===== config.mk =====
export PLATFORM = sky130hd
export DESIGN_NAME = latchup_watchdog_supervisor
export DESIGN_NICKNAME = d
export VERILOG_FILES = /design/src/rtl/lwd_pkg.sv /design/src/rtl/lwd_core.sv /design/src/rtl/latchup_watchdog_supervisor.sv
export SDC_FILE = /design/constraint.sdc
export NUM_CORES = 1
export LEC_CHECK = 0
export BUFFER_PORTS_ARGS = -buffer_cell sky130_fd_sc_hd__buf_4
export CAP_MARGIN = 20
export CORE_MARGIN = 2
export CORE_UTILIZATION = 40
export CTS_CLUSTER_DIAMETER = 40
export CTS_CLUSTER_SIZE = 25
export DETAILED_ROUTE_END_ITERATION = 16
export GPL_ROUTABILITY_DRIVEN = 0
export REMOVE_ABC_BUFFERS = 1
export SLEW_MARGIN = 20
export SYNTH_ARGS = -nofsm -noshare
export SYNTH_HDL_FRONTEND = slang
export SYNTH_HIERARCHICAL = 1
export SYNTH_SLANG_ARGS = --single-unit

===== constraint.sdc =====
create_clock -name clk -period 4.2 [get_ports clk]
set_clock_uncertainty 0.15 [all_clocks]
set_input_delay 0.63 -clock clk [delete_from_list [all_inputs] [get_ports clk]]
set_output_delay 0.63 -clock clk [all_outputs]
set_load 0.02 [all_outputs]

===== src/rtl/lwd_pkg.sv =====
// Package for the latch-up watchdog supervisor.
// Holds the request and result types, register indexes and constants.
// Depends on nothing.
package lwd_pkg;

  // Width of the tick counter
  localparam int CountWidth = 16;
  // Width used to compare the counter against the 16-bit timeout
  localparam int CmpWidth   = (CountWidth > 16) ? CountWidth : 16;

  localparam logic [15:0] TimeoutReset = 16'd4000;
  localparam logic [15:0] PulseReset   = 16'd15625;
  localparam logic [7:0]  PinsReset    = 8'hFF;

  localparam logic [7:0] AliveByte   = 8'h47;  // 'G'
  localparam logic [7:0] PinCmdFirst = 8'h31;  // '1'
  localparam logic [7:0] PinCmdLast  = 8'h38;  // '8'

  localparam logic OpTick = 1'b0;
  localparam logic OpByte = 1'b1;

  localparam logic [1:0] RegTimeout = 2'd0;
  localparam logic [1:0] RegPulse   = 2'd1;
  localparam logic [1:0] RegPins    = 2'd2;

  typedef struct packed {
    logic       op;
    logic [7:0] rx_byte;
  } lwd_in_t;

  typedef struct packed {
    logic       echo_valid;
    logic [7:0] echo_byte;
    logic [7:0] pin_levels;
    logic       reset_active;
    logic       byte_dropped;
  } lwd_out_t;

  typedef struct packed {
    logic [15:0] timeout_ticks;
    logic [15:0] pulse_ticks;
  } lwd_cfg_t;

endpackage


===== src/rtl/lwd_core.sv =====
// Watchdog state and per-request update for the latch-up supervisor.
// Depends on lwd_pkg.
module lwd_core (
  input  logic              clk,
  input  logic              rst,
  input  logic              step,
  input  lwd_pkg::lwd_in_t  item,
  input  lwd_pkg::lwd_cfg_t cfg,
  output lwd_pkg::lwd_out_t result
);

  logic [lwd_pkg::CountWidth-1:0] tick_count, tick_count_next, tick_inc;
  logic [15:0] pulse_left, pulse_left_next, pulse_dec, limit, pulse_load;
  logic [7:0]  port_levels, port_levels_next;
  logic        in_pulse, in_pulse_next;
  logic        echo_valid, dropped;
  logic [7:0]  echo_byte;
  logic [2:0]  pin_sel;

  assign tick_inc   = tick_count + 1'b1;
  assign pulse_dec  = pulse_left - 16'd1;
  assign limit      = (cfg.timeout_ticks != 16'd0) ? cfg.timeout_ticks : 16'd1;
  assign pulse_load = (cfg.pulse_ticks != 16'd0) ? cfg.pulse_ticks : 16'd1;
  // '1' selects pin 7, '8' selects pin 0
  assign pin_sel    = 3'd7 - item.rx_byte[2:0] + 3'd1;

  always_comb begin
    tick_count_next  = tick_count;
    pulse_left_next  = pulse_left;
    port_levels_next = port_levels;
    in_pulse_next    = in_pulse;
    echo_valid       = 1'b0;
    echo_byte        = 8'd0;
    dropped          = 1'b0;
    if (item.op == lwd_pkg::OpTick) begin
      if (in_pulse) begin
        pulse_left_next = pulse_dec;
        tick_count_next = '0;
        if (pulse_dec == 16'd0) begin
          port_levels_next = port_levels | 8'h03;
          in_pulse_next    = 1'b0;
        end
      end else begin
        tick_count_next = tick_inc;
        if (lwd_pkg::CmpWidth'(tick_inc) >= lwd_pkg::CmpWidth'(limit)) begin
          port_levels_next = port_levels & 8'hFC;
          in_pulse_next    = 1'b1;
          pulse_left_next  = pulse_load;
          tick_count_next  = '0;
        end
      end
    end else begin
      if (in_pulse) begin
        dropped = 1'b1;
      end else begin
        if (item.rx_byte == lwd_pkg::AliveByte) begin
          tick_count_next = '0;
        end
        if (item.rx_byte >= lwd_pkg::PinCmdFirst && item.rx_byte <= lwd_pkg::PinCmdLast) begin
          port_levels_next[pin_sel] = ~port_levels[pin_sel];
        end
        echo_valid = 1'b1;
        echo_byte  = item.rx_byte;
      end
    end
  end

  assign result.echo_valid   = echo_valid;
  assign result.echo_byte    = echo_byte;
  assign result.pin_levels   = port_levels_next;
  assign result.reset_active = in_pulse_next;
  assign result.byte_dropped = dropped;

  always_ff @(posedge clk) begin
    if (rst) begin
      tick_count  <= '0;
      pulse_left  <= 16'd0;
      port_levels <= lwd_pkg::PinsReset;
      in_pulse    <= 1'b0;
    end else if (step) begin
      tick_count  <= tick_count_next;
      pulse_left  <= pulse_left_next;
      port_levels <= port_levels_next;
      in_pulse    <= in_pulse_next;
    end
  end

endmodule


===== src/rtl/latchup_watchdog_supervisor.sv =====
// Top level of the latch-up watchdog supervisor: handshakes, registers, result register.
// Depends on lwd_pkg and lwd_core.
//
//  channel  signals                              direction  handshake
//  in       in_valid, in_stall, in_data          request in valid / stall
//  out      out_valid, out_stall, out_data       result out valid / stall
//  cfg      cfg_valid, cfg_ready, cfg_index/data write in  valid / ready
//
// One request per clock while in_stall is low: the watchdog state and the result
// register both load at the edge that accepts a request, so its result is offered
// from the next cycle on. The result register is the only storage between the two
// sides; in_stall is raised only while that register is full and the output is stalled.
// Reset (rst, synchronous): counter and pulse cleared, all pins high,
// registers back to their reset values. cfg_ready is always high.

module latchup_watchdog_supervisor (
  input  logic              clk,
  input  logic              rst,
  input  logic              in_valid,
  output logic              in_stall,
  input  lwd_pkg::lwd_in_t  in_data,
  output logic              out_valid,
  input  logic              out_stall,
  output lwd_pkg::lwd_out_t out_data,
  input  logic              cfg_valid,
  output logic              cfg_ready,
  input  logic [1:0]        cfg_index,
  input  logic [15:0]       cfg_data
);

  lwd_pkg::lwd_cfg_t cfg;
  lwd_pkg::lwd_out_t result;
  logic              accept;

  // Hold the request while a finished result is still waiting downstream
  assign in_stall  = out_valid && out_stall;
  assign accept    = in_valid && !in_stall;
  assign cfg_ready = 1'b1;

  // Register file. initial_pins only matters at reset, and reset restores it to
  // all high before the pins load, so a write to it is taken and has no effect.
  always_ff @(posedge clk) begin
    if (rst) begin
      cfg.timeout_ticks <= lwd_pkg::TimeoutReset;
      cfg.pulse_ticks   <= lwd_pkg::PulseReset;
    end else if (cfg_valid) begin
      unique case (cfg_index)
        lwd_pkg::RegTimeout: cfg.timeout_ticks <= cfg_data;
        lwd_pkg::RegPulse:   cfg.pulse_ticks   <= cfg_data;
        lwd_pkg::RegPins:    ;
        default:             ;
      endcase
    end
  end

  lwd_core u_core (
    .clk    (clk),
    .rst    (rst),
    .step   (accept),
    .item   (in_data),
    .cfg    (cfg),
    .result (result)
  );

  // Result register: load on accept, drop once taken
  always_ff @(posedge clk) begin
    if (rst) begin
      out_valid <= 1'b0;
    end else if (accept) begin
      out_valid <= 1'b1;
    end else if (!out_stall) begin
      out_valid <= 1'b0;
    end
  end

  always_ff @(posedge clk) begin
    if (accept) begin
      out_data <= result;
    end
  end

endmodule


Word level (Yosys, flattened, before mapping). Index checks and enable logic that the tools add are counted. W data, S select, Z words.

Memories: 0. Register bits: 93. Bits in writable memories: 0. Bits in read-only memories: 0. Output and inout port bits: 22. Bits in latches: 0.

Bitwise gates (word level): 2. Shift-type cells: 0. Divide/modulo/power cells: 0. Mux-type cells: 28. Order comparisons: 5. Multipliers: 0. Add/subtract/negate cells: 4. Reductions and logical operators: 15. Eq/ne operators: 5.

Operators by type and width (count): $mux W16 (9); $reduce_bool A16 Y1 (2); $mux W8 (3); $add A16 B1 Y16 const B (1); $ge A16 B16 Y1 (1); $logic_not A16 Y1 (1); $sub A16 B1 Y16 const B (1); $mux W1 (10); $bwmux W8 (1); $eq A8 B7 Y1 const B (1); $ge A8 B6 Y1 const B (1); $le A8 B6 Y1 const B (1); $mux W2 (3); $reduce_and A3 Y1 (2); $logic_and A1 B1 Y1 (4); $lt A3 B4 Y1 const B (1); $ne A2 B1 Y1 const B (2); $reduce_and A2 Y1 (2); $add A3 B1 Y3 const B (1); $bmux W1 S3 (1); $demux W1 S3 (1); $ge A3 B1 Y1 const B (1); $sub A3 B3 Y3 const A (1); $eq A2 B1 Y1 const B (1); other kinds (6) (7).

Depth between registers and ports, before layout. Gate-level depths: netlist of run 1.

Word-level depth: 10. Depth in mapped cells: 15. Gate-level depth less buffers: 12.

Cells and area by module. Netlist of run 1, hierarchy kept.

Modules (own cells, without submodules): lwd_core (sequential area each 820.8 um2, instances 1, area each 3448.3 um2, cells an instance 441); latchup_watchdog_supervisor (sequential area each 1231.2 um2, instances 1, area each 1969.4 um2, cells an instance 159).

Least setup slack after synthesis of run 1. No wires, ideal clock.

Path type: flip-flop to flip-flop. Start point: register u_core/tick_count[0] (netlist name). End point: register out_data[1] (netlist name), data pin. Data required time: 3799 ps. Buffers on the path: 3. Arrival time: 3211 ps. Cell stages (with the launch flop): 16. Path slack: 588 ps. Period minus slack after synthesis: 3612 ps. Cell sequence: dfxtp_1 -> ha_1 -> nand2_1 -> or2_2 -> clkbuf_1 -> and2_1 -> or2_2 -> ha_1 -> and3_1 -> o311a_1 -> o21ai_1 -> and3_1 -> buf_2 -> o21ai_0 -> and2_1 -> buf_4.

Longest elaborated chain between the ends: 5.

Ends and longest elaborated chain: from (decl) (RTL line lwd_core.sv:12) `logic [lwd_pkg::CountWidth-1:0] tick_count, tick_count_next, tick_inc;`; from (signal assigned) (RTL line lwd_core.sv:81) `tick_count <= tick_count_next;`; $add A16 B1 Y16 (RTL line lwd_core.sv:20) `assign tick_inc = tick_count + 1'b1;`; $ge A16 B16 Y1 (RTL line lwd_core.sv:45) `if (lwd_pkg::CmpWidth'(tick_inc) >= lwd_pkg::CmpWidth'(limit)) begin`; $mux W1 (RTL line lwd_core.sv:45); $mux W1 (RTL line lwd_core.sv:36) `if (in_pulse) begin`; $mux W1 (RTL line lwd_core.sv:35) `if (item.op == lwd_pkg::OpTick) begin`; via u_core.in_pulse_next (RTL line lwd_core.sv:15) `logic in_pulse, in_pulse_next;`; to (signal assigned) (RTL line latchup_watchdog_supervisor.sv:78) `out_data <= result;`; to (decl) (RTL line latchup_watchdog_supervisor.sv:24) `output lwd_pkg::lwd_out_t out_data,`.

The timed path passes the listed nets, and every way through them passes these cells. A chain may end at the register's enable or synchronous reset.

Worst setup path in the final report of run 1.
Start point: register u_core/tick_count[0] (netlist name). End point: register u_core/tick_count[0] (netlist name).

Longest elaborated chain between the ends: 5.

Ends and longest elaborated chain (RTL line): $add A16 B1 Y16 (*) (lwd_core.sv:20); $ge A16 B16 Y1 (lwd_core.sv:45); $mux W16 (*) (lwd_core.sv:45); $mux W16 (*) (lwd_core.sv:36); $mux W16 (*) (lwd_core.sv:35).

Every way passes the cells marked *; elsewhere a longest branch is shown, timed or not.

==> out/metrics.cfg, run 1 <==
[status]
run_status = completed

[worst_setup_path]
worst-setup-path-type = flip-flop to flip-flop
crit-reg2reg-capture = u_core/tick_count[0]
crit_slowest_cell = sky130_fd_sc_hd__or4_1
crit_family = simple AND/OR/NAND/NOR gates
r2r_depth = 12
timing.critical_path.from_type = flip-flop
arrival_ns = 3.96
ordered_list_of_cells_on_the_worst_path = nand2_1 -> or4_1 -> and2_1 -> or2_2 -> ha_1 -> and4_1 -> and3_1 -> or4_1 -> and4b_1 -> buf_4 -> nor2_1 -> a311oi_1
critical_path_peak_fanout = 16
crit_path_max_incr_delay_ns = 0.62
worst-r2r-setup-slack_ns = 0.33
critical_path.n_buffers_inverters = 1
critPathMostFrequentCell = sky130_fd_sc_hd__or4_1
r2r_path_start = u_core/tick_count[0]
worst_ep_required_time_ns = 4.30
critical_path.endpoint_type = flip-flop

[sta]
max_slew_margin_pct = 45.45
fmax_ghz = 0.2587
rsz0062_at_grt = no
setup_viol = 0
final_hold_viol_count = 0
final_max_slew_viol_count = 0
final.period_utilization_pct = 92.05
finalWorstPathRequiredPeriod_ns = 3.866
max_slew.worst_pin.slew_ns = 0.8166
finalSetupTns_ns = 0

[power]
power.leakage_nw = 2.475
p_switching_w = 0.0004879
power_w = 0.002102
p_int_w = 0.001614
ir_worst_vdd_uv = 181.1
pwr-share-seq_pct = 45.6
netSwitchingFraction_pct = 23.21
power.clock.fraction_pct = 44.6
power-per-cell-area_nw_per_um2 = 338.1
comb_power_share_pct = 9.8

[drt]
drt-total-wl_mm = 12.26
drc = 0
vias = 4312
avgRoutedWirePerCell_um = 15.11
final_antenna_net_count = 0
initialDrtViolationCount = 239
detailedRoute.firstPassIterationCount = 5
via_per_inst = 5.317

[synth]
synth-async-reset-ratio_pct = 0
mappedNetlistArea_um2 = 5418
yosysSeqAreaShare_pct = 37.88
syn_avg_cell_area_um2 = 9.029
synth_cell_types = 73
syn-instance-count = 600
yosys_most_used_dff = sky130_fd_sc_hd__dfxtp_1
synth.top_cells.by_area = sky130_fd_sc_hd__dfxtp_1 27%, sky130_fd_sc_hd__edfxtp_1 11%, sky130_fd_sc_hd__mux2i_1 7.4%, sky130_fd_sc_hd__ha_1 5.1%, sky130_fd_sc_hd__nand2b_1 4.5%
netlist.area_leader.share_pct = 27.34
cell_type_with_the_highest_aggregate_area_in_the_netlist = sky130_fd_sc_hd__dfxtp_1
yosysWarnings = 6
postSynthRegisterBits = 93
synth_enable_flop_cells = 19

[layout]
finish.net_count = 684
flow.area_growth_from_synthesis_pct = 14.76
diode_count = 0
final_layout_size_suffix_gt1_share_pct = 17.32
final.fill_count = 1273
finalCoreUtilization_pct = 46.95

[clock_tree]
cts-buffers-inserted = 9
clock_sinks = 93
cts_setup_buffers = 0
h_tree_depth = 3
tritoncts = built
clock_tree.root_cell = sky130_fd_sc_hd__clkbuf_16
path_clk_slew_ns = 0.07
worst_skew_pair.late_latency_ns = 0.35
clock_tree.buffer_depth = 2
post_cts_hold_buffer_count = 0

[global_route]
maximum_number_of_pins_on_one_net_before_global_route_repair = 68
grt_util_all_layers_pct = 17.47
grt_overflow_total = 0
grt_antenna_before_repair = 0
grt_pass1_wl_mm = 20.23
via_count_of_the_first_global_routing_pass = 4205

[placement]
place.port_buffers = 52
post_detailed_placement_half_perimeter_wirelength_mm = 8.896

[run]
max_cap_violations = 0

[floorplanning]
count_of_pins_on_the_block_boundary = 54
die-area_um2 = 14490
core_um2 = 13240
start_util_pct = 40.91
die_width_um = 120.4
die_h_um = 120.4
num_rows = 42

[hold_path]
cell_count_of_the_worst_hold_path = 2
worstHoldPathType = flip-flop to flip-flop
worst_hold_path.endpoint = cfg[28]
min_from = cfg[28]

-- cells in the mapped netlist (3+ instances only) --
library cell,n
sky130_fd_sc_hd__nand3b_1,3
sky130_fd_sc_hd__xor2_1,8
sky130_fd_sc_hd__nor2_1,65
sky130_fd_sc_hd__buf_6,5
sky130_fd_sc_hd__o32ai_2,3
sky130_fd_sc_hd__dfxtp_1,74
sky130_fd_sc_hd__mux2_2,8
sky130_fd_sc_hd__nand2_1,35
sky130_fd_sc_hd__and2_1,17
sky130_fd_sc_hd__nand2b_1,39
sky130_fd_sc_hd__or2_2,7
sky130_fd_sc_hd__nor3_1,19
sky130_fd_sc_hd__a21oi_1,25
sky130_fd_sc_hd__a21oi_2,4
sky130_fd_sc_hd__buf_2,6
sky130_fd_sc_hd__buf_4,6
sky130_fd_sc_hd__a211o_1,6
sky130_fd_sc_hd__a211oi_1,3
sky130_fd_sc_hd__a31oi_1,3
sky130_fd_sc_hd__edfxtp_1,19
sky130_fd_sc_hd__o22ai_1,3
sky130_fd_sc_hd__o21ai_1,8
sky130_fd_sc_hd__a41oi_1,3
sky130_fd_sc_hd__nor4_1,7
sky130_fd_sc_hd__inv_1,27
sky130_fd_sc_hd__or3_1,3
sky130_fd_sc_hd__clkbuf_1,20
sky130_fd_sc_hd__nand4_1,5
sky130_fd_sc_hd__nor2b_1,7
sky130_fd_sc_hd__mux2i_1,40
sky130_fd_sc_hd__nand3_1,11
sky130_fd_sc_hd__nor3b_1,5
sky130_fd_sc_hd__a22oi_1,9
sky130_fd_sc_hd__o21ai_0,16
sky130_fd_sc_hd__ha_1,22
sky130_fd_sc_hd__or4_1,3
sky130_fd_sc_hd__a311oi_1,3
sky130_fd_sc_hd__and3_1,7
-- per-stage QoR --
step	instance area (µm²)	setup slack, ns	hold WS (ns)	std cells
2_1_floorplan	5207	0.1502	0.2981	562
3_3_place_gp	5863	0.4099	0.3253	795
3_5_place_dp	5869	0.3243	0.3342	795
4_1_cts	6215	0.3022	0.3418	811
5_1_grt	6217	0.08826	0.3658	811
6_report	6217	0.3340	0.3467	811
-- timing repair --
action | CTS | global route
setup endpoints to repair | 0 | 6
endpoints found under the hold margin | 0 | 0
resized for setup | 0 | 2
-- worst min-delay path, cell delays in order, from the launching register on --
cell and delay [ns]:
sky130_fd_sc_hd__dfxtp_1 0.32, sky130_fd_sc_hd__nand2b_1 0.07, sky130_fd_sc_hd__mux2i_1 0.06
-- logic make-up after synthesis --
family	after synthesis	synth area share (%)
muxes	51	10.09
DFF	93	37.88
adders and majority gates	22	5.081
other	1	0.06922
and+or+nand+nor	250	25.17
xor gates and xnor gates	11	1.917
buffers and inverters	67	5.889
AOI/OAI and AO/OA	105	13.90
-- placed cells by master (no fill, tap or decap), drive strengths merged, types with 6 or more instances in the layout --
cell type / count
a22oi: 9
mux2: 9
buf: 57
inv: 30
a21oi: 29
nor3: 20
and2: 17
clkbuf: 9
nand3: 11
dfxtp: 74
a211o: 6
nand2: 35
or2: 9
and3: 7
nor4: 9
edfxtp: 19
nor2: 65
o21ai: 24
ha: 22
nor3b: 6
mux2i: 40
nor2b: 7
xor2: 9
nand2b: 39
-- final cells by class --
cell class | count | area [µm²] | area share, %
inverters | 29 | 108.9 | 1.751
repair buffers | 57 | 427.9 | 6.883
clock inverters | 7 | 120.1 | 1.932
multi-input cells | 440 | 3063 | 49.27
flip-flops and latches | 93 | 2052 | 33.00
well taps | 176 | 220.2 | 3.542
clock buffers | 9 | 225.2 | 3.622
-- worst max path at each step --
stage                         startpoint  cells past startpoint                    to  slack, ns
CTS                 u_core/tick_count[2]                     12  u_core/pulse_left[4]       0.30
floorplan                      out_stall                      6  u_core/tick_count[0]       0.15
finish              u_core/tick_count[0]                     12  u_core/tick_count[0]       0.33
global route        u_core/tick_count[2]                     12  u_core/pulse_left[7]       0.09
detailed placement  u_core/tick_count[0]                     12  u_core/pulse_left[4]       0.32
global placement    u_core/tick_count[0]                     12  u_core/pulse_left[4]       0.41
-- layer usage --
layer	part of all wire, %	vias to the layer above	global-route usage [%]
met5	0	-	0
met4	1.2	0	5.087
met1	47	2018	22.31
li1	-	2184	-
met2	47	93	29.17
met3	4.8	17	4.387
-- power groups by stage --
| stage | logic [W] | clock network (W) | registers, W |
|---|---|---|---|
| 5_1_grt | 0.000227 | 0.000998 | 0.000961 |
| 4_1_cts | 0.000207 | 0.000961 | 0.000958 |
| 6_report | 0.000205 | 0.000938 | 0.000958 |
| 3_3_place_gp | 0.000202 | 0 | 0.000978 |
| 3_5_place_dp | 0.000206 | 0 | 0.000978 |
| 2_1_floorplan | 0.000108 | 0 | 0.000985 |
-- registers in the layout, indices dropped and copies added, names as in the netlist --
signal              count
cfg                    32
u_core/port_levels      8
u_core/pulse_left      16
out_data               19
u_core/in_pulse         1
u_core/tick_count      16
out_valid               1
(Power assumes the default switching activity.)
==> run 2, diff against run 1 <==
ABC_AREA = 1   (was not set)
==> run 2 against run 1 <==
Effect of this change: power fell by 2.7%; sequential share of layout area rose by 0.90 points; clock-buffer cell count rose by 2; routed wire length fell by 0.99%; sequential power rose by 2.3%; worst hold slack got worse by 0.025 ns; final cell count rose by 20%; register-to-register slack improved by 0.19 ns; cell area fell by 2.7%; clock power fell by 22%; combinational power rose by 62%; critical path type unchanged.
==> out/metrics.cfg, run 2 <==
[power]
ir_worst_vdd_uv = 174.0  ; -3.9%
pwr-share-seq_pct = 47.9  ; +2.3 points
p_switching_w = 0.0005756  ; +18%
power-per-cell-area_nw_per_um2 = 338.1  ; about the same
p_int_w = 0.001470  ; -8.9%
netSwitchingFraction_pct = 28.13  ; +4.9 points
power.clock.fraction_pct = 35.9  ; -8.7 points
comb_power_share_pct = 16.2  ; +6.4 points
power.leakage_nw = 2.950  ; +19%

[clock_tree]
clock_sinks = 93  ; unchanged
clock_tree.root_cell = sky130_fd_sc_hd__clkbuf_16
cts-buffers-inserted = 9  ; unchanged
h_tree_depth = 3  ; unchanged
clock_tree.buffer_depth = 2  ; unchanged
worst_skew_pair.late_latency_ns = 0.35  ; about the same
post_cts_resized = 0  ; unchanged
cts_setup_buffers = 0  ; unchanged
post_cts_hold_buffer_count = 0  ; unchanged
tritoncts = built
path_clk_slew_ns = 0.06  ; about the same

[sta]
setup_viol = 0  ; unchanged
fmax_ghz = 0.2722  ; +5.2%
worst_hold_slack_ns = 0.3218  ; -0.02493 ns
final.period_utilization_pct = 87.46  ; -4.6 points
final_hold_viol_count = 0  ; unchanged
postLayoutSetupSlackWorst_ns = 0.5268  ; +0.1928 ns
rsz0062_at_grt = no
max_slew_margin_pct = 37.42  ; -8.0 points
finalSetupTns_ns = 0  ; unchanged
max_slew.worst_pin.slew_ns = 0.9376  ; +0.1211 ns
final_max_slew_viol_count = 0  ; unchanged
finalWorstPathRequiredPeriod_ns = 3.673  ; -0.1928 ns

[worst_setup_path]
critical_path.endpoint_type = flip-flop
worst_ep_required_time_ns = 4.28  ; -0.02 ns
critical_path.endpoint = u_core/pulse_left[12]
critical_path_peak_fanout = 21  ; +5
setup.worst_path.start = u_core/tick_count[0]
worst-r2r-setup-slack_ns = 0.53  ; +0.19 ns
timing.critical_path.from_type = flip-flop
crit-reg2reg-capture = u_core/pulse_left[12]
worst-setup-path-type = flip-flop to flip-flop
r2r_depth = 17  ; +5
r2r_path_start = u_core/tick_count[0]
arrival_ns = 3.75  ; -0.21 ns

[synth]
yosysSeqAreaShare_pct = 38.50  ; +0.62 points
syn-instance-count = 753  ; +26%
syn_avg_cell_area_um2 = 7.079  ; -22%
yosys_most_used_dff = sky130_fd_sc_hd__dfxtp_1
leading_cell_type_by_number_of_instances_after_synthesis = sky130_fd_sc_hd__nand2_1
commonest_cells_in_the_synthesized_netlist = 178 x sky130_fd_sc_hd__nand2_1, 101 x sky130_fd_sc_hd__inv_1, 88 x sky130_fd_sc_hd__nor2_1, 74 x sky130_fd_sc_hd__dfxtp_1, 58 x sky130_fd_sc_hd__a21oi_1
netlist.area_leader.share_pct = 27.79  ; +0.45 points
synth.top_cells.by_area = sky130_fd_sc_hd__dfxtp_1 28%, sky130_fd_sc_hd__nand2_1 13%, sky130_fd_sc_hd__edfxtp_1 11%, sky130_fd_sc_hd__inv_1 7.1%, sky130_fd_sc_hd__nor2_1 6.2%
synth-async-reset-ratio_pct = 0  ; unchanged
synth_cell_types = 43  ; -41%
mappedNetlistArea_um2 = 5330  ; -1.6%
synth_enable_flop_cells = 19  ; unchanged
yosysWarnings = 6  ; unchanged
postSynthRegisterBits = 93  ; unchanged
cell_type_with_the_highest_aggregate_area_in_the_netlist = sky130_fd_sc_hd__dfxtp_1

[drt]
drt-total-wl_mm = 12.14  ; -0.99%
vias = 4812  ; +12%
final_antenna_net_count = 0  ; unchanged
via_per_inst = 4.961  ; -6.7%
drc = 0  ; unchanged
initialDrtViolationCount = 264  ; +10%
detailedRoute.firstPassIterationCount = 5  ; unchanged
avgRoutedWirePerCell_um = 12.51  ; -17%

[layout]
mostFrequentLayoutCells = 178 x sky130_fd_sc_hd__nand2_1, 101 x sky130_fd_sc_hd__inv_1, 87 x sky130_fd_sc_hd__nor2_1, 74 x sky130_fd_sc_hd__dfxtp_1, 58 x sky130_fd_sc_hd__a21oi_1
flow.area_growth_from_synthesis_pct = 13.54
diode_count = 0  ; unchanged
largest_reg_flops = 32  ; unchanged
top_register = cfg
largest_registers_ranked_by_flip_flop_count = cfg x32, out_data x19
final.fill_count = 1362  ; +7.0%
final_common_cell = sky130_fd_sc_hd__nand2_1
finish.net_count = 843  ; +23%
final_layout_size_suffix_gt1_share_pct = 12.09  ; -5.2 points
final_cell_area_um2 = 6052  ; -2.7%

[hold_path]
worstHoldPathType = flip-flop to flip-flop

[status]
run_status = completed

[floorplanning]
die_width_um = 119.4  ; -0.79%
start_util_pct = 40.57  ; -0.34 points
die-area_um2 = 14260  ; -1.6%
num_rows = 42  ; unchanged
count_of_pins_on_the_block_boundary = 54  ; unchanged
die_h_um = 119.4  ; -0.79%
core_um2 = 13140  ; -0.79%

[placement]
area_of_placed_instances_um2 = 5792  ; -1.3%
post_detailed_placement_half_perimeter_wirelength_mm = 9.204  ; +3.5%
placement.setup.worst_slack_ns = 0.5928  ; +0.2685 ns
place.port_buffers = 52  ; unchanged

[global_route]
grt_overflow_total = 0  ; unchanged
maximum_number_of_pins_on_one_net_before_global_route_repair = 37  ; -46%
via_count_of_the_first_global_routing_pass = 4572  ; +8.7%
grt_antenna_before_repair = 0  ; unchanged
grt_pass1_wl_mm = 20.77  ; +2.7%
grt_util_all_layers_pct = 17.83  ; +0.37 points

[run]
max_cap_violations = 0  ; unchanged

-- run 2: changes by cell type in the layout (fill, tap and decap cells not counted), sizes merged, moves of 7 or more --
cell,change
mux2,-9
nand2,+147
nor2b,-7
nand3,+44
nor3,-14
a21oi,+29
nand4,+7
and2,-16
mux2i,-40
nand2b,-39
nor2,+35
inv,+76
or2,-9
-- run 2: area by class of cell --
class | instances | area, µm² | area share, %
clock buffers | 11 | 232.7 | 3.845
clock inverters | 5 | 27.53 | 0.4548
inverters | 108 | 407.9 | 6.740
multi-input cells | 521 | 2691 | 44.47
flip-flops and latches | 93 | 2052 | 33.91
well taps | 176 | 220.2 | 3.639
repair buffers | 56 | 420.4 | 6.946
-- run 2: logic make-up (layout without fill, tap and decap cells) --
kind of cell,after synthesis,after routing,synth area share [%]
and+or+nand+nor,371,371,31.13
xor gates and xnor gates,14,14,2.301
DFF,93,93,38.50
adders and majority gates,22,22,5.164
AOI/OAI and AO/OA,113,113,11.78
buffers and inverters,139,180,11.06
other,1,1,0.07035
-- run 2: power by group through the flow --
stage	clock network, W	registers, W	logic, W
finish	0.000734	0.000980	0.000332
global route	0.000796	0.000984	0.000381
CTS	0.000756	0.000980	0.000334
detailed placement	0	0.00100	0.000332
global placement	0	0.000999	0.000328
floorplan	0	0.00101	0.000202
-- run 2: routing by layer --
| layer | vias up | part of all wire, % | GRT usage (%) |
|---|---|---|---|
| met4 | 0 | 1.7 | 6.985 |
| li1 | 2508 | - | - |
| met2 | 93 | 46 | 29.71 |
| met3 | 16 | 4.8 | 2.826 |
| met1 | 2195 | 48 | 23.18 |
| met5 | - | 0 | 0 |
-- run 2: critical path, cell delays in order (launching register included) --
cell	delay [ns]
sky130_fd_sc_hd__dfxtp_1	0.39
sky130_fd_sc_hd__ha_1	0.21
sky130_fd_sc_hd__nand2_1	0.06
sky130_fd_sc_hd__nor2_1	0.25
sky130_fd_sc_hd__nand2_1	0.16
sky130_fd_sc_hd__nor2_2	0.13
sky130_fd_sc_hd__nand2_1	0.07
sky130_fd_sc_hd__xor2_1	0.16
sky130_fd_sc_hd__inv_2	0.05
sky130_fd_sc_hd__ha_1	0.28
sky130_fd_sc_hd__nand3_1	0.10
sky130_fd_sc_hd__inv_1	0.05
sky130_fd_sc_hd__a21oi_1	0.24
sky130_fd_sc_hd__nand3_2	0.16
sky130_fd_sc_hd__nand2_1	0.52
sky130_fd_sc_hd__inv_1	0.28
sky130_fd_sc_hd__o21ai_0	0.22
sky130_fd_sc_hd__a21oi_1	0.05
-- run 2: per-stage QoR --
| step | power, W | util (%) | std cells |
|---|---|---|---|
| detailed placement | 0.001332 | 44.09 | 954 |
| global route | 0.002161 | 46.07 | 970 |
| floorplan | 0.001213 | - | 722 |
| CTS | 0.002069 | 46.07 | 970 |
| finish | 0.002046 | 46.07 | 970 |
| global placement | 0.001327 | 44.09 | 954 |
-- run 2: worst min-delay path by stage --
stage / depth (start not counted) / start / endpoint / slack, ns
global route: 2 / u_core/pulse_left[15] / u_core/pulse_left[15] / 0.36
detailed placement: 2 / u_core/pulse_left[15] / u_core/pulse_left[15] / 0.32
global placement: 2 / out_valid / out_valid / 0.31
finish: 2 / u_core/pulse_left[15] / u_core/pulse_left[15] / 0.32
floorplan: 2 / u_core/pulse_left[15] / u_core/pulse_left[15] / 0.30
CTS: 2 / u_core/pulse_left[15] / u_core/pulse_left[15] / 0.33
==> run 3, diff against run 2 <==
clock period = 4.16 ns   (was 4.2 ns; I/O delays follow)
==> run 3 against run 2 <==
Effect of this change: non-clock buffer count stayed put; sequential power increased by 0.9%; via count rose by 0.60%; worst setup slack gained 0.27 ns; clock power up 7.1%; die area stayed put; first-iteration DRC count rose by 17%; cell area is 0.37% higher; maximum frequency is 9.3% higher; critical endpoint unchanged; largest power group unchanged.
==> out/metrics.cfg, run 3 (synthesis gave the netlist of run 2 again) <==
[drt]
via_per_inst = 4.991  ; +0.60%
final_antenna_net_count = 0  ; unchanged
vias = 4841  ; +0.60%
avgRoutedWirePerCell_um = 12.46  ; -0.44%
drt-total-wl_mm = 12.08  ; -0.44%
detailedRoute.firstPassIterationCount = 5  ; unchanged
drc = 0  ; unchanged
initialDrtViolationCount = 308  ; +17%

[sta]
final.period_utilization_pct = 80.78  ; -6.7 points
max_slew.worst_pin.slew_ns = 0.9047  ; -0.03288 ns
postLayoutSetupSlackWorst_ns = 0.7995  ; +0.2726 ns
final_max_slew_viol_count = 0  ; unchanged
max_slew_margin_pct = 39.62  ; +2.2 points
finalWorstPathRequiredPeriod_ns = 3.361  ; -0.3126 ns
final_hold_viol_count = 0  ; unchanged
fmax_ghz = 0.2976  ; +9.3%
finalSetupTns_ns = 0  ; unchanged
rsz0062_at_grt = no
setup_viol = 0  ; unchanged

[floorplanning]
die-area_um2 = 14260  ; unchanged
count_of_pins_on_the_block_boundary = 54  ; unchanged
die_h_um = 119.4  ; unchanged
start_util_pct = 40.57  ; unchanged
num_rows = 42  ; unchanged
core_um2 = 13140  ; unchanged
die_width_um = 119.4  ; unchanged

[power]
pwr-share-seq_pct = 46.9  ; -1.0 points
p_int_w = 0.001539  ; +4.6%
netSwitchingFraction_pct = 27.09  ; -1.0 points
p_switching_w = 0.0005718  ; -0.65%
ir_worst_vdd_uv = 222.5  ; +28%
comb_power_share_pct = 15.9  ; -0.3 points
power-per-cell-area_nw_per_um2 = 347.4  ; +2.8%
power.leakage_nw = 2.970  ; +0.65%
power.clock.fraction_pct = 37.2  ; +1.3 points
power_w = 0.002111  ; +3.2%

[clock_tree]
clock_tree.buffer_depth = 2  ; unchanged
post_cts_resized = 0  ; unchanged
worst_skew_pair.late_latency_ns = 0.34  ; about the same
cts_setup_buffers = 0  ; unchanged
tritoncts = built
post_cts_hold_buffer_count = 0  ; unchanged
cts-buffers-inserted = 9  ; unchanged
clock_tree.root_cell = sky130_fd_sc_hd__clkbuf_16
h_tree_depth = 3  ; unchanged
path_clk_slew_ns = 0.06  ; about the same
clock_sinks = 93  ; unchanged

[layout]
mostFrequentLayoutCells = 178 x sky130_fd_sc_hd__nand2_1, 101 x sky130_fd_sc_hd__inv_1, 87 x sky130_fd_sc_hd__nor2_1, 74 x sky130_fd_sc_hd__dfxtp_1, 58 x sky130_fd_sc_hd__a21oi_1
finish.net_count = 843  ; unchanged
top_register = cfg
diode_count = 0  ; unchanged
flow.area_growth_from_synthesis_pct = 13.97
largest_reg_flops = 32  ; unchanged
largest_registers_ranked_by_flip_flop_count = cfg x32, out_data x19
final_common_cell = sky130_fd_sc_hd__nand2_1
final_layout_size_suffix_gt1_share_pct = 12.22  ; +0.13 points
finalCoreUtilization_pct = 46.24  ; +0.17 points

[worst_setup_path]
arrival_ns = 3.44  ; -0.31 ns
critical_path_peak_fanout = 24  ; +14%
critical_path.endpoint_type = flip-flop
worst-setup-path-type = flip-flop to flip-flop
timing.critical_path.from_type = flip-flop
worst_ep_required_time_ns = 4.23  ; -0.05 ns

[global_route]
maximum_number_of_pins_on_one_net_before_global_route_repair = 38  ; +2.7%
grt_overflow_total = 0  ; unchanged
grt_pass1_wl_mm = 19.81  ; -4.6%
grt_util_all_layers_pct = 17.27  ; -0.56 points
grt_antenna_before_repair = 0  ; unchanged
via_count_of_the_first_global_routing_pass = 4234  ; -7.4%

[placement]
place.port_buffers = 52  ; unchanged
placement.setup.worst_slack_ns = 0.7932  ; +0.2004 ns
post_detailed_placement_half_perimeter_wirelength_mm = 9.079  ; -1.4%

[hold_path]
worstHoldPathType = flip-flop to flip-flop

[run]
max_cap_violations = 0  ; unchanged

[status]
run_status = completed

-- run 3: final timing paths --
check                        start                    end  slack (ns)  depth (start not counted)
min reg2reg  u_core/pulse_left[15]  u_core/pulse_left[15]        0.33                          2
max           u_core/tick_count[0]  u_core/pulse_left[12]        0.80                         18
max reg2reg   u_core/tick_count[0]  u_core/pulse_left[12]        0.80                         18
min          u_core/pulse_left[15]  u_core/pulse_left[15]        0.33                          2
-- run 3: metrics by stage --
stage          hold slack (ns)  cells  area (µm²)
6_report                0.3308    970        6075
2_1_floorplan           0.2989    722        5149
5_1_grt                 0.3602    970        6075
4_1_cts                 0.3314    970        6075
3_5_place_dp            0.3226    954        5792
3_3_place_gp            0.3118    954        5792
-- run 3: metal layers --
layer | global-route usage, % | routed length (µm) | vias to the layer above
met3 | 2.874 | 743 | 18
met1 | 23.42 | 5690 | 2180
met2 | 27.19 | 5393 | 139
met5 | 0 | 0 | -
li1 | - | - | 2504
met4 | 7.426 | 254 | 0
-- run 3: worst max-delay path, stage by stage, from the launching register on --
cell,delay (ns)
sky130_fd_sc_hd__dfxtp_1,0.40
sky130_fd_sc_hd__ha_1,0.21
sky130_fd_sc_hd__nand2_1,0.07
sky130_fd_sc_hd__nor2_1,0.24
sky130_fd_sc_hd__nand2_1,0.15
sky130_fd_sc_hd__nor2_2,0.13
sky130_fd_sc_hd__nand2_1,0.07
sky130_fd_sc_hd__xor2_1,0.16
sky130_fd_sc_hd__inv_2,0.06
sky130_fd_sc_hd__ha_1,0.28
sky130_fd_sc_hd__nand3_1,0.11
sky130_fd_sc_hd__inv_1,0.05
sky130_fd_sc_hd__a21oi_1,0.23
sky130_fd_sc_hd__nand3_2,0.15
sky130_fd_sc_hd__nand2_1,0.11
sky130_fd_sc_hd__buf_4,0.25
sky130_fd_sc_hd__inv_1,0.17
sky130_fd_sc_hd__o21ai_0,0.18
sky130_fd_sc_hd__a21oi_1,0.06
-- run 3: layout make-up --
cell class | count | area, µm²
multi-input combinational | 521 | 2691
clock buffer | 15 | 277.8
inverter | 108 | 407.9
fill | 1330 | 7063
tap | 176 | 220.2
clock inverter | 1 | 5.005
timing repair buffer | 56 | 420.4
sequential | 93 | 2052
-- run 3: power groups by stage --
stage	registers, W	clock network (W)	logic (W)
2_1_floorplan	0.00102	0	0.000204
3_3_place_gp	0.00101	0	0.000330
3_5_place_dp	0.00101	0	0.000335
4_1_cts	0.000989	0.000808	0.000336
5_1_grt	0.000994	0.000848	0.000379
6_report	0.000989	0.000786	0.000336
